<file path="src/hw/rtl/crcfp_pkg.sv">
`timescale 1ns / 1ps
`default_nettype none
// ----------------------------------------------------------------------------
// CRC-16 frame parser package
// Shared constants, types and the per-byte CRC-16/MODBUS update.
// ----------------------------------------------------------------------------
package crcfp_pkg;

  localparam int unsigned MinFrameBytes = 21;
  localparam int unsigned IdBytes       = 12;

  localparam logic [8:0]  HdrEnd   = 9'd2;
  localparam logic [8:0]  AddrPos  = 9'(HdrEnd + IdBytes);
  localparam logic [8:0]  CmdPos   = AddrPos + 9'd1;
  localparam logic [8:0]  SizePos  = CmdPos + 9'd1;
  localparam logic [8:0]  PayPos   = SizePos + 9'd1;
  localparam logic [8:0]  CountMax = 9'd511;

  localparam logic [7:0]  HdrByte0 = 8'hAB;
  localparam logic [7:0]  HdrByte1 = 8'hFF;
  localparam logic [15:0] CrcInit  = 16'hFFFF;
  localparam logic [15:0] CrcPoly  = 16'hA001;

  typedef enum logic [1:0] {
    ST_OK  = 2'd0,
    ST_LEN = 2'd1,
    ST_CRC = 2'd2
  } status_e;

  typedef enum logic {
    KIND_PAYLOAD = 1'b0,
    KIND_VERDICT = 1'b1
  } kind_e;

  typedef struct packed {
    kind_e       kind;
    logic [7:0]  payload_byte;
    logic [7:0]  payload_index;
    logic [7:0]  device_addr;
    logic [7:0]  command;
    logic [7:0]  payload_size;
    logic [31:0] uid_high;
    logic [63:0] uid_low;
    status_e     status;
  } result_t;

  function automatic logic [15:0] crc_byte(input logic [15:0] crc, input logic [7:0] b);
    logic [15:0] c;
    c = crc ^ {8'h00, b};
    for (int k = 0; k < 8; k++) begin
      c = c[0] ? ((c >> 1) ^ CrcPoly) : (c >> 1);
    end
    return c;
  endfunction

endpackage
`default_nettype wire

</file>
<file path="src/hw/rtl/crc16_frame_parser_unit.sv">
`timescale 1ns / 1ps
`default_nettype none
// ----------------------------------------------------------------------------
// CRC-16 frame parser unit
// Checks header, length and CRC-16/MODBUS of a byte stream frame and reports
// payload bytes and a per-frame verdict.
// ----------------------------------------------------------------------------
// A result is registered and appears in the cycle after its word is taken.
// Throughput: one input word per cycle; the CRC byte update is a single
// combinational XOR network between the frame state and the output register.
// A new word is taken while the output register is empty or its word leaves.
// Reset: asynchronous, active low; the parser starts a new frame after reset.
module crc16_frame_parser_unit (
  input  wire logic         clk_i,
  input  wire logic         rst_ni,
  input  wire logic         s_axis_tvalid,
  output logic              s_axis_tready,
  input  wire logic [7:0]   s_axis_tdata,   // [7:0] in_byte
  input  wire logic         s_axis_tlast,
  output logic              m_axis_tvalid,
  input  wire logic         m_axis_tready,
  output logic [143:0]      m_axis_tdata,   // payload_byte, payload_index,
                                            // device_addr, command, payload_size,
                                            // uid_high, uid_low, status, zero pad
  output logic              m_axis_tuser    // [0] kind
);
  import crcfp_pkg::*;

  logic    accept;
  logic    res_valid;
  result_t res;
  result_t out_q;
  logic    out_valid_q, out_valid_d;

  assign s_axis_tready = !out_valid_q || m_axis_tready;
  assign accept        = s_axis_tvalid && s_axis_tready;

  crcfp_parser u_parser (
    .clk_i       (clk_i),
    .rst_ni      (rst_ni),
    .in_valid_i  (accept),
    .in_byte_i   (s_axis_tdata),
    .frame_end_i (s_axis_tlast),
    .res_valid_o (res_valid),
    .res_o       (res)
  );

  always_comb begin
    if (res_valid) begin
      out_valid_d = 1'b1;
    end else if (m_axis_tready) begin
      out_valid_d = 1'b0;
    end else begin
      out_valid_d = out_valid_q;
    end
  end

  always_ff @(posedge clk_i or negedge rst_ni) begin
    if (!rst_ni) begin
      out_valid_q <= 1'b0;
    end else begin
      out_valid_q <= out_valid_d;
    end
  end

  always_ff @(posedge clk_i) begin
    if (res_valid) begin
      out_q <= res;
    end
  end

  assign m_axis_tvalid = out_valid_q;
  assign m_axis_tuser  = out_q.kind;
  assign m_axis_tdata  = {6'b000000, out_q.status, out_q.uid_low, out_q.uid_high,
                          out_q.payload_size, out_q.command, out_q.device_addr,
                          out_q.payload_index, out_q.payload_byte};

endmodule
`default_nettype wire

</file>
<file path="src/hw/rtl/crcfp_parser.sv">
`timescale 1ns / 1ps
`default_nettype none
// ----------------------------------------------------------------------------
// CRC-16 frame parser core
// Holds the frame state and forms the result caused by each accepted byte.
// ----------------------------------------------------------------------------
module crcfp_parser (
  input  wire logic              clk_i,
  input  wire logic              rst_ni,
  input  wire logic              in_valid_i,
  input  wire logic [7:0]        in_byte_i,
  input  wire logic              frame_end_i,
  output logic                   res_valid_o,
  output crcfp_pkg::result_t     res_o
);
  import crcfp_pkg::*;

  logic [8:0]  count_q, count_d;
  logic [15:0] crc_q, crc_d;
  logic        hdr_q, hdr_d;
  logic [7:0]  addr_q, addr_d;
  logic [7:0]  cmd_q, cmd_d;
  logic [7:0]  size_q, size_d;
  logic [15:0] rcrc_q, rcrc_d;
  logic [7:0]  id_q [IdBytes];
  logic [7:0]  id_d [IdBytes];

  logic [8:0]  pos;
  logic [8:0]  crc_pos;
  logic [9:0]  len;
  logic [3:0]  id_idx;
  logic        id_wr;
  logic        is_payload;
  logic [7:0]  uid [IdBytes];
  status_e     status;

  assign pos     = count_q;
  assign crc_pos = PayPos + {1'b0, size_q};
  assign len     = {1'b0, pos} + 10'd1;
  assign id_idx  = 4'(pos - HdrEnd);
  assign id_wr   = (pos >= HdrEnd) && (pos < AddrPos);

  always_comb begin
    hdr_d      = hdr_q;
    crc_d      = crc_q;
    addr_d     = addr_q;
    cmd_d      = cmd_q;
    size_d     = size_q;
    rcrc_d     = rcrc_q;
    is_payload = 1'b0;
    for (int i = 0; i < IdBytes; i++) begin
      id_d[i] = (id_wr && (id_idx == 4'(i))) ? in_byte_i : id_q[i];
    end
    if (pos == 9'd0) begin
      hdr_d = hdr_q && (in_byte_i == HdrByte0);
    end else if (pos == 9'd1) begin
      hdr_d = hdr_q && (in_byte_i == HdrByte1);
    end else if (pos < PayPos) begin
      if (pos == AddrPos) begin
        addr_d = in_byte_i;
      end else if (pos == CmdPos) begin
        cmd_d = in_byte_i;
      end else if (pos == SizePos) begin
        size_d = in_byte_i;
      end
      crc_d = crc_byte(crc_q, in_byte_i);
    end else if (pos < crc_pos) begin
      crc_d      = crc_byte(crc_q, in_byte_i);
      is_payload = 1'b1;
    end else if (pos == crc_pos) begin
      rcrc_d = {rcrc_q[15:8], in_byte_i};
    end else if (pos == crc_pos + 9'd1) begin
      rcrc_d = {in_byte_i, rcrc_q[7:0]};
    end

    if ((len < 10'(MinFrameBytes)) || !hdr_d) begin
      status = ST_LEN;
    end else if (len < ({1'b0, crc_pos} + 10'd2)) begin
      status = ST_LEN;
    end else if (crc_d != rcrc_d) begin
      status = ST_CRC;
    end else begin
      status = ST_OK;
    end

    // Id bytes not yet received in this frame read as zero.
    for (int i = 0; i < IdBytes; i++) begin
      uid[i] = (pos >= 9'(HdrEnd + i)) ? id_d[i] : 8'h00;
    end
  end

  always_comb begin
    res_valid_o         = in_valid_i && (frame_end_i || is_payload);
    res_o.kind          = frame_end_i ? KIND_VERDICT : KIND_PAYLOAD;
    res_o.payload_byte  = frame_end_i ? 8'h00 : in_byte_i;
    res_o.payload_index = frame_end_i ? 8'h00 : 8'(pos - PayPos);
    res_o.device_addr   = addr_d;
    res_o.command       = cmd_d;
    res_o.payload_size  = size_d;
    res_o.uid_high      = {uid[0], uid[1], uid[2], uid[3]};
    res_o.uid_low       = {uid[4], uid[5], uid[6], uid[7],
                           uid[8], uid[9], uid[10], uid[11]};
    res_o.status        = frame_end_i ? status : ST_OK;
  end

  always_comb begin
    if (frame_end_i) begin
      count_d = 9'd0;
    end else if (pos != CountMax) begin
      count_d = pos + 9'd1;
    end else begin
      count_d = pos;
    end
  end

  always_ff @(posedge clk_i or negedge rst_ni) begin
    if (!rst_ni) begin
      count_q <= 9'd0;
      crc_q   <= CrcInit;
      hdr_q   <= 1'b1;
      addr_q  <= 8'h00;
      cmd_q   <= 8'h00;
      size_q  <= 8'h00;
      rcrc_q  <= 16'h0000;
    end else if (in_valid_i) begin
      count_q <= count_d;
      if (frame_end_i) begin
        crc_q  <= CrcInit;
        hdr_q  <= 1'b1;
        addr_q <= 8'h00;
        cmd_q  <= 8'h00;
        size_q <= 8'h00;
        rcrc_q <= 16'h0000;
      end else begin
        crc_q  <= crc_d;
        hdr_q  <= hdr_d;
        addr_q <= addr_d;
        cmd_q  <= cmd_d;
        size_q <= size_d;
        rcrc_q <= rcrc_d;
      end
    end
  end

  always_ff @(posedge clk_i) begin
    if (in_valid_i) begin
      id_q <= id_d;
    end
  end

endmodule
`default_nettype wire

</file>
<file path="config.mk">
export PLATFORM = sky130hd
export DESIGN_NAME = crc16_frame_parser_unit
export DESIGN_NICKNAME = d
export VERILOG_FILES = /design/src/hw/rtl/crcfp_pkg.sv /design/src/hw/rtl/crc16_frame_parser_unit.sv /design/src/hw/rtl/crcfp_parser.sv
export SDC_FILE = /design/constraint.sdc
export NUM_CORES = 1
export LEC_CHECK = 0
export BUFFER_PORTS_ARGS = -buffer_cell sky130_fd_sc_hd__clkbuf_2
export CORE_MARGIN = 8
export CORE_UTILIZATION = 50
export DETAILED_ROUTE_END_ITERATION = 6
export GPL_ROUTABILITY_DRIVEN = 0
export GPL_TIMING_DRIVEN = 0
export HOLD_SLACK_MARGIN = 0.05
export PLACE_DENSITY_LB_ADDON = 0.25
export SYNTH_ARGS = -nofsm -noshare
export SYNTH_HDL_FRONTEND = slang
export SYNTH_SLANG_ARGS = --single-unit
</file>
<file path="constraint.sdc">
create_clock -name clk_i -period 10.3 [get_ports clk_i]
set_input_delay 0 -clock clk_i [delete_from_list [all_inputs] [get_ports clk_i]]
set_output_delay 0 -clock clk_i [all_outputs]
set_load 0.05 [all_outputs]
</file>
# After elaboration in Yosys (flattened, before gate mapping)
# Index checks and enable logic that the tools add are counted.
# Widths: inputs -> output; s select.
op_classes:
  n_addsub: 7
  n_lt_le_gt_ge: 17
  eq_ne: 21
  mux: 65
  n_bitwise: 10
  n_reduce_logical: 28
op_table:
  columns: ["op", "count"]
  rows:
  - ["$mux 16", 20]
  - ["$mux 8", 30]
  - ["$ge 9x4->1 const B", 6]
  - ["$ge 9x3->1 const B", 4]
  - ["$not 2->3", 8]
  - ["$add 9x1->9 const B", 2]
  - ["$eq 9x4->1 const B", 2]
  - ["$eq 9x9->1", 2]
  - ["$ge 9x2->1 const B", 2]
  - ["$mux 9", 2]
  - ["$logic_and 1x1->1", 17]
  - ["$eq 4x3->1 const B", 4]
  - ["$eq 4x4->1 const B", 4]
  - ["$eq 8x8->1 const B", 2]
  - ["$ne 16x16->1", 1]
  - ["$xor 16x8->16", 1]
  - ["$mux 1", 12]
  - ["$add 9x1->10 const B", 1]
  - ["$add 9x2->10 const B", 1]
  - ["$lt 10x10->1", 1]
  - ["$lt 10x5->1 const B", 1]
  - ["$add 5x8->9 const A", 1]
  - ["$eq 9x1->1 const B", 1]
  - ["$eq 9x5->1 const B", 1]
  - ["other kinds (17)", 22]
word_totals:
  register_bits: 302
  output_inout_bits: 147
  elab_cells: 188

# Depth between registers and ports, before layout
logic_depth:
  word_depth: 25
  ltp_mapped: 17

# Modules after synthesis
# Synthesis repeated with hierarchy kept, for this count alone.
hier_totals:
  hier_cells: 1109
  hier_area_um2: 14626.5
by_module_without_submodules:
  columns: ["module", "instances", "cells_each", "area_each_um2", "seq_area_each_um2"]
  rows:
  - ["crcfp_parser", 1, 959, 10349.9, 4555.6]
  - ["crc16_frame_parser_unit", 1, 150, 4276.6, 4199.0]

# Worst setup path before layout
# OpenSTA, ideal clock, no wires.
synth_timing:
  path_type: "register to register"
  start: "register u_parser.size_q[1]"
  end: "register out_q, in the netlist m_axis_tdata[0] (enable)"
  setup_ns: 0.639
  arrival_time_ns: 8.008
  path_slack_ns: 1.653
  path_stages_with_launch: 13
  synth_period_minus_slack_ns: 8.647
  path_cell_list: "dfrtp_1 -> ha_1 -> buf_2 -> and3_4 -> o21ai_2 -> xor2_1 -> ha_1 -> a21o_1 -> a21oi_1 -> inv_1 -> a21oi_1 -> a21oi_1 -> nor2_1"
synth_between:
  elab_chain_len: 8
synth_lines:
  columns: ["element", "line_no", "source"]
  rows:
  - ["start: declaration", "crcfp_parser.sv:23", "logic [7:0] size_q, size_d;"]
  - ["start signal: assignment", "crcfp_parser.sv:139", "size_q <= size_d;"]
  - ["$add 5x8->9", "crcfp_parser.sv:38", "assign crc_pos = PayPos + {1'b0, size_q};"]
  - ["$lt 9x9->1", "crcfp_parser.sv:67", "end else if (pos < crc_pos) begin"]
  - ["$mux 1", "crcfp_parser.sv:67", null]
  - ["$mux 1", "crcfp_parser.sv:58", "end else if (pos < PayPos) begin"]
  - ["$mux 1", "crcfp_parser.sv:56", "end else if (pos == 9'd1) begin"]
  - ["$mux 1", "crcfp_parser.sv:54", "if (pos == 9'd0) begin"]
  - ["$logic_or 1x1->1", "crcfp_parser.sv:93", "res_valid_o = in_valid_i && (frame_end_i || is_payload);"]
  - ["$logic_and 1x1->1", "crcfp_parser.sv:93", null]
  - ["end signal: assignment", "crc16_frame_parser_unit.sv:68", "out_q <= res;"]
  - ["end: declaration", "crc16_frame_parser_unit.sv:32", "result_t out_q;"]
# Every way passes these cells.
# A chain may end at the register's enable or synchronous reset.

# Worst setup path in the final report
layout_timing:
  start: "register u_parser.size_q[1]"
  end: "register out_q, in the netlist m_axis_tdata[137] (data pin)"
layout_between:
  elab_chain_len: 11
layout_lines:
  columns: ["element", "line_no", "source"]
  rows:
  - ["$add 5x8->9 *", "crcfp_parser.sv:38", null]
  - ["$add 9x1->9", "crcfp_parser.sv:72", "end else if (pos == crc_pos + 9'd1) begin"]
  - ["$eq 9x9->1", "crcfp_parser.sv:72", null]
  - ["$mux 16", "crcfp_parser.sv:72", null]
  - ["$mux 16", "crcfp_parser.sv:70", "end else if (pos == crc_pos) begin"]
  - ["$mux 16", "crcfp_parser.sv:67", null]
  - ["$mux 16", "crcfp_parser.sv:58", null]
  - ["$mux 16", "crcfp_parser.sv:56", null]
  - ["$mux 16", "crcfp_parser.sv:54", null]
  - ["$ne 16x16->1", "crcfp_parser.sv:80", "end else if (crc_d != rcrc_d) begin"]
  - ["$mux 2", "crcfp_parser.sv:80", null]
# Every way passes the cells marked *; elsewhere a longest branch is shown, timed or not.

==> metrics.yaml <==
run_status:
  status: "finished, final reports clean"
floorplanning:
  ios: 160
  die_w_um: 186
  core_area_um2: 28500
  design.die.area_um2: 34500
  std_cell_rows: 62
  effective_utilization_at_floorplan_pct: 50.5
  chipHeight_um: 186
critical_path:
  endpoint_required_time_on_the_critical_path_ns: 10.57
  critical_path.max_fanout: 9
  crit_arrival_ns: 4.87
  setup.worst_path.end_class: "flop"
  critPathLaunchType: "flop"
  cpLargestDelayFamily: "simple AND/OR/NAND/NOR gates"
  sequence_of_cells_on_the_critical_path: "ha_1 > buf_2 > and3_4 > xnor2_2 > inv_1 > ha_1 > nand4_1 > o221ai_1 > o211a_1 > clkbuf_1 > mux2i_1 > xor2_1 > nor4_1 > o2111ai_1 > nor4_1 > a311oi_1"
  critical-path-max-stage-delay_ns: 0.50
  timing.critical_path.slowest_stage_cell: "dfrtp_1"
  worstPathBufferInverterCount: 3
  critPathKind: "reg2reg"
power_and_ir_drop:
  static-leakage-power_nw: 6.84
  power.ir.vdd_worst_mv: 0.117
  power_density_nw_per_um2: 184
drt:
  met3WireLength_um: 2240
  drtPass1Iterations: 5
  ant_nets: 0
  drt_drc_violations_left: 0
  drt_iter0_markers: 844
  highest-signal-layer: "met4"
  wl_per_cell_um: 20.7
  routed_metal_1_wirelength_um: 15400
  dr_wl_met2_um: 16200
  postRouteWirelength_um: 34700
  detail_route.vias_per_cell: 5.56
  vias: 9287
final_layout:
  layout.cells.non_filler: 1671
  area_growth_pct: 16.9
  nFillCells: 2390
  finalNetCount: 1311
  antennaDiodeCount: 0
  drive_gt1_share_pct: 27.9
logic_synthesis:
  synth_top_cells_by_area: "edfxtp_1 (49%), dfrtp_1 (8.7%), mux2_2 (7.8%)"
  async_set_or_reset_flop_fraction_in_the_synthesized_netlist_pct: 22.2
  synth-warning-count: 0
  synth_area_um2: 14400
  ys.flop_type: "edfxtp_1"
  synth-seq-area-share_pct: 60.8
  synth_seq_cells: 302
  synth_largest_area_cell: "edfxtp_1"
  postSynthAreaPerCell_um2: 13.6
  synth_largest_type_area_fraction_pct: 49.0
  netlist_instances: 1060
  synth-edff-count: 235
  post_synth_num_cell_types: 71
global_routing:
  global_route.overflow_total: 0
  grt_max_degree: 63
  grtUsageTotal_pct: 20.1
  grt_pass1_vias: 9353
  antenna_found_initial: 0
  grt_first_pass_wirelength_um: 53900
clock_tree:
  post_cts.resized_instances: 0
  tritoncts: "done"
  cts_inserted_buffers: 30
  ctsHtreeMaxLevel: 1
  clk_transition_reported_paths_ns: 0.06
  cts_hold_buffers: 8
  cts.sinks: 302
  ctsLongestPathBuffers: 3
  clk-insertion-delay-late_ns: 0.56
  cts_setup_buffers: 0
  cts_root_buffer: "clkbuf_16"
timing:
  finalHoldViolCount: 0
  clock-skew-final_ns: 0.0220
  drv_slew: 0
  normalized_max_slew_margin_pct: 17.4
  tightest_slew_ns: 1.23
  whs_ns: 0.0726
  max_freq_ghz: 0.217
  grt_setup_unrepaired: "false"
  setup_viol: 0
  period_minus_slack_ns: 4.60
  final.period_utilization_pct: 44.7
  setup_tns_final_ns: 0
min_path:
  hp-class: "in2reg"
flow_run:
  number_of_violations_of_the_max_capacitance_limit: 0
placed_design:
  place.detailed.instances: 1609
  dp_hpwl_um: 23700
  io_buffers: 153
## worst register-to-register path, stage by stage, from the launching register on
cell and delay (ns):
dfrtp_1 0.50, ha_1 0.24, buf_2 0.17, and3_4 0.21, xnor2_2 0.22, inv_1 0.11, ha_1 0.32, nand4_1 0.14
o221ai_1 0.41, o211a_1 0.21, clkbuf_1 0.42, mux2i_1 0.28, xor2_1 0.09, nor4_1 0.40, o2111ai_1 0.18, nor4_1 0.30
a311oi_1 0.15
## metal layers
metal / track usage (%) / vias to the layer above
met2: 32.0 / 316
met3: 3.36 / 55
met4: 5.43 / 0
met5: 0 / -
met1: 28.1 / 4603
li1: - / 4313
## power breakdown
group	switching (mW)	leakage [nW]	internal, mW
Combinational	0.397	3.26	0.202
Clock	0.446	0.447	0.585
Sequential	0.0407	3.13	1.43
## Yosys cell counts, types with 3 or more instances
master and count:
nand3b_1 3, ha_1 33, a21oi_1 28, nand4_1 3, nor4_1 4, nand2b_1 5, buf_2 6, inv_1 41
mux2_2 100, edfxtp_1 235, buf_6 4, o21ai_0 25, dfrtp_1 50, o211ai_1 3, o21a_1 32, clkbuf_1 41
a32o_1 8, xor2_1 27, buf_4 11, a22o_1 35, o21ai_1 3, mux2i_1 46, nand2_1 54, and3_1 5
xnor2_1 44, and2_1 12, dfstp_2 17, o22a_1 8, a21o_1 5, a21boi_0 40, nor2b_1 12, nor3_1 4
o31ai_1 3, nor2_1 60, nand3_1 9
## logic make-up (layout without fill, tap and decap cells)
logic type	after synthesis	after routing	share of synthesized area, %
DFF	302	302	60.8
buffers and inverters	106	328	3.31
xor gates and xnor gates	73	73	4.59
muxes	146	146	11.0
AOI/OAI and AO/OA	213	213	11.1
other	2	7	0.0521
adders and majority gates	33	33	2.87
and+or+nand+nor	185	185	6.31
## per-stage QoR
step,setup WS (ns),cell area (um2),power (mW),util (%)
floorplan,1.65,14400,1.94,-
global placement,-1.59,15700,2.08,54.9
detailed placement,5.74,15800,2.09,55.4
CTS,5.69,16800,3.13,59.0
global route,5.35,16800,3.22,59.0
finish,5.70,16800,3.10,59.0
## cell type report
cell class,instances,area [um2],area share [%]
Buffer,64,320,1.90
Clock buffer,43,831,4.93
Clock inverter,11,95.1,0.565
Inverter,42,158,0.936
Multi-Input combinational cell,657,5200,30.9
Sequential cell,302,8750,52.0
Tap cell,384,480,2.85
Timing Repair Buffer,168,996,5.92
## registers in the layout, summed over array words and instances (netlist names)
signal / cells
m_axis_tdata: 138
u_parser.id_q: 96
u_parser.crc_q: 16
u_parser.rcrc_q: 16
u_parser.count_q: 9
u_parser.addr_q: 8
u_parser.cmd_q: 8
u_parser.size_q: 8
m_axis_tuser: 1
m_axis_tvalid: 1
u_parser.hdr_q: 1
## worst paths after layout
check,slack (ns),cells after the start,end,start
max,5.70,16,m_axis_tdata[137],u_parser.size_q[1]
min,0.07,4,u_parser.crc_q[6],s_axis_tdata[0]
max reg2reg,5.70,16,m_axis_tdata[137],u_parser.size_q[1]
min reg2reg,0.50,2,u_parser.crc_q[0],u_parser.crc_q[0]
max in group asynchronous,9.09,4,u_parser.addr_q[3],rst_ni
min in group asynchronous,0.58,4,u_parser.cmd_q[1],rst_ni
## placed cells by master, fill, tap and decap left out, types with 4 or more instances in the layout
cell type      count
a32o_1             8
nand2_1           54
conb_1             7
nor2_1            59
nand2b_1           5
dfrtp_1           50
edfxtp_1         235
and3_1             5
a22o_1            35
clkinv_2           4
clkbuf_2         152
dfstp_2           17
mux2i_1           46
nand3_1            9
buf_4             11
xnor2_1           44
and2_1            12
nor2b_1           12
o21ai_0           25
dlygate4sd3_1      8
nor4_1             4
ha_1              33
buf_12             6
clkbuf_16         31
a21boi_0          40
a21oi_1           28
inv_1             41
xor2_1            27
buf_2              7
o21a_1            32
clkbuf_1          52
nor3_1             4
a21o_1             5
o22a_1             8
buf_6              4
mux2_2           100
Note: power is estimated with default switching activity, not from simulation.
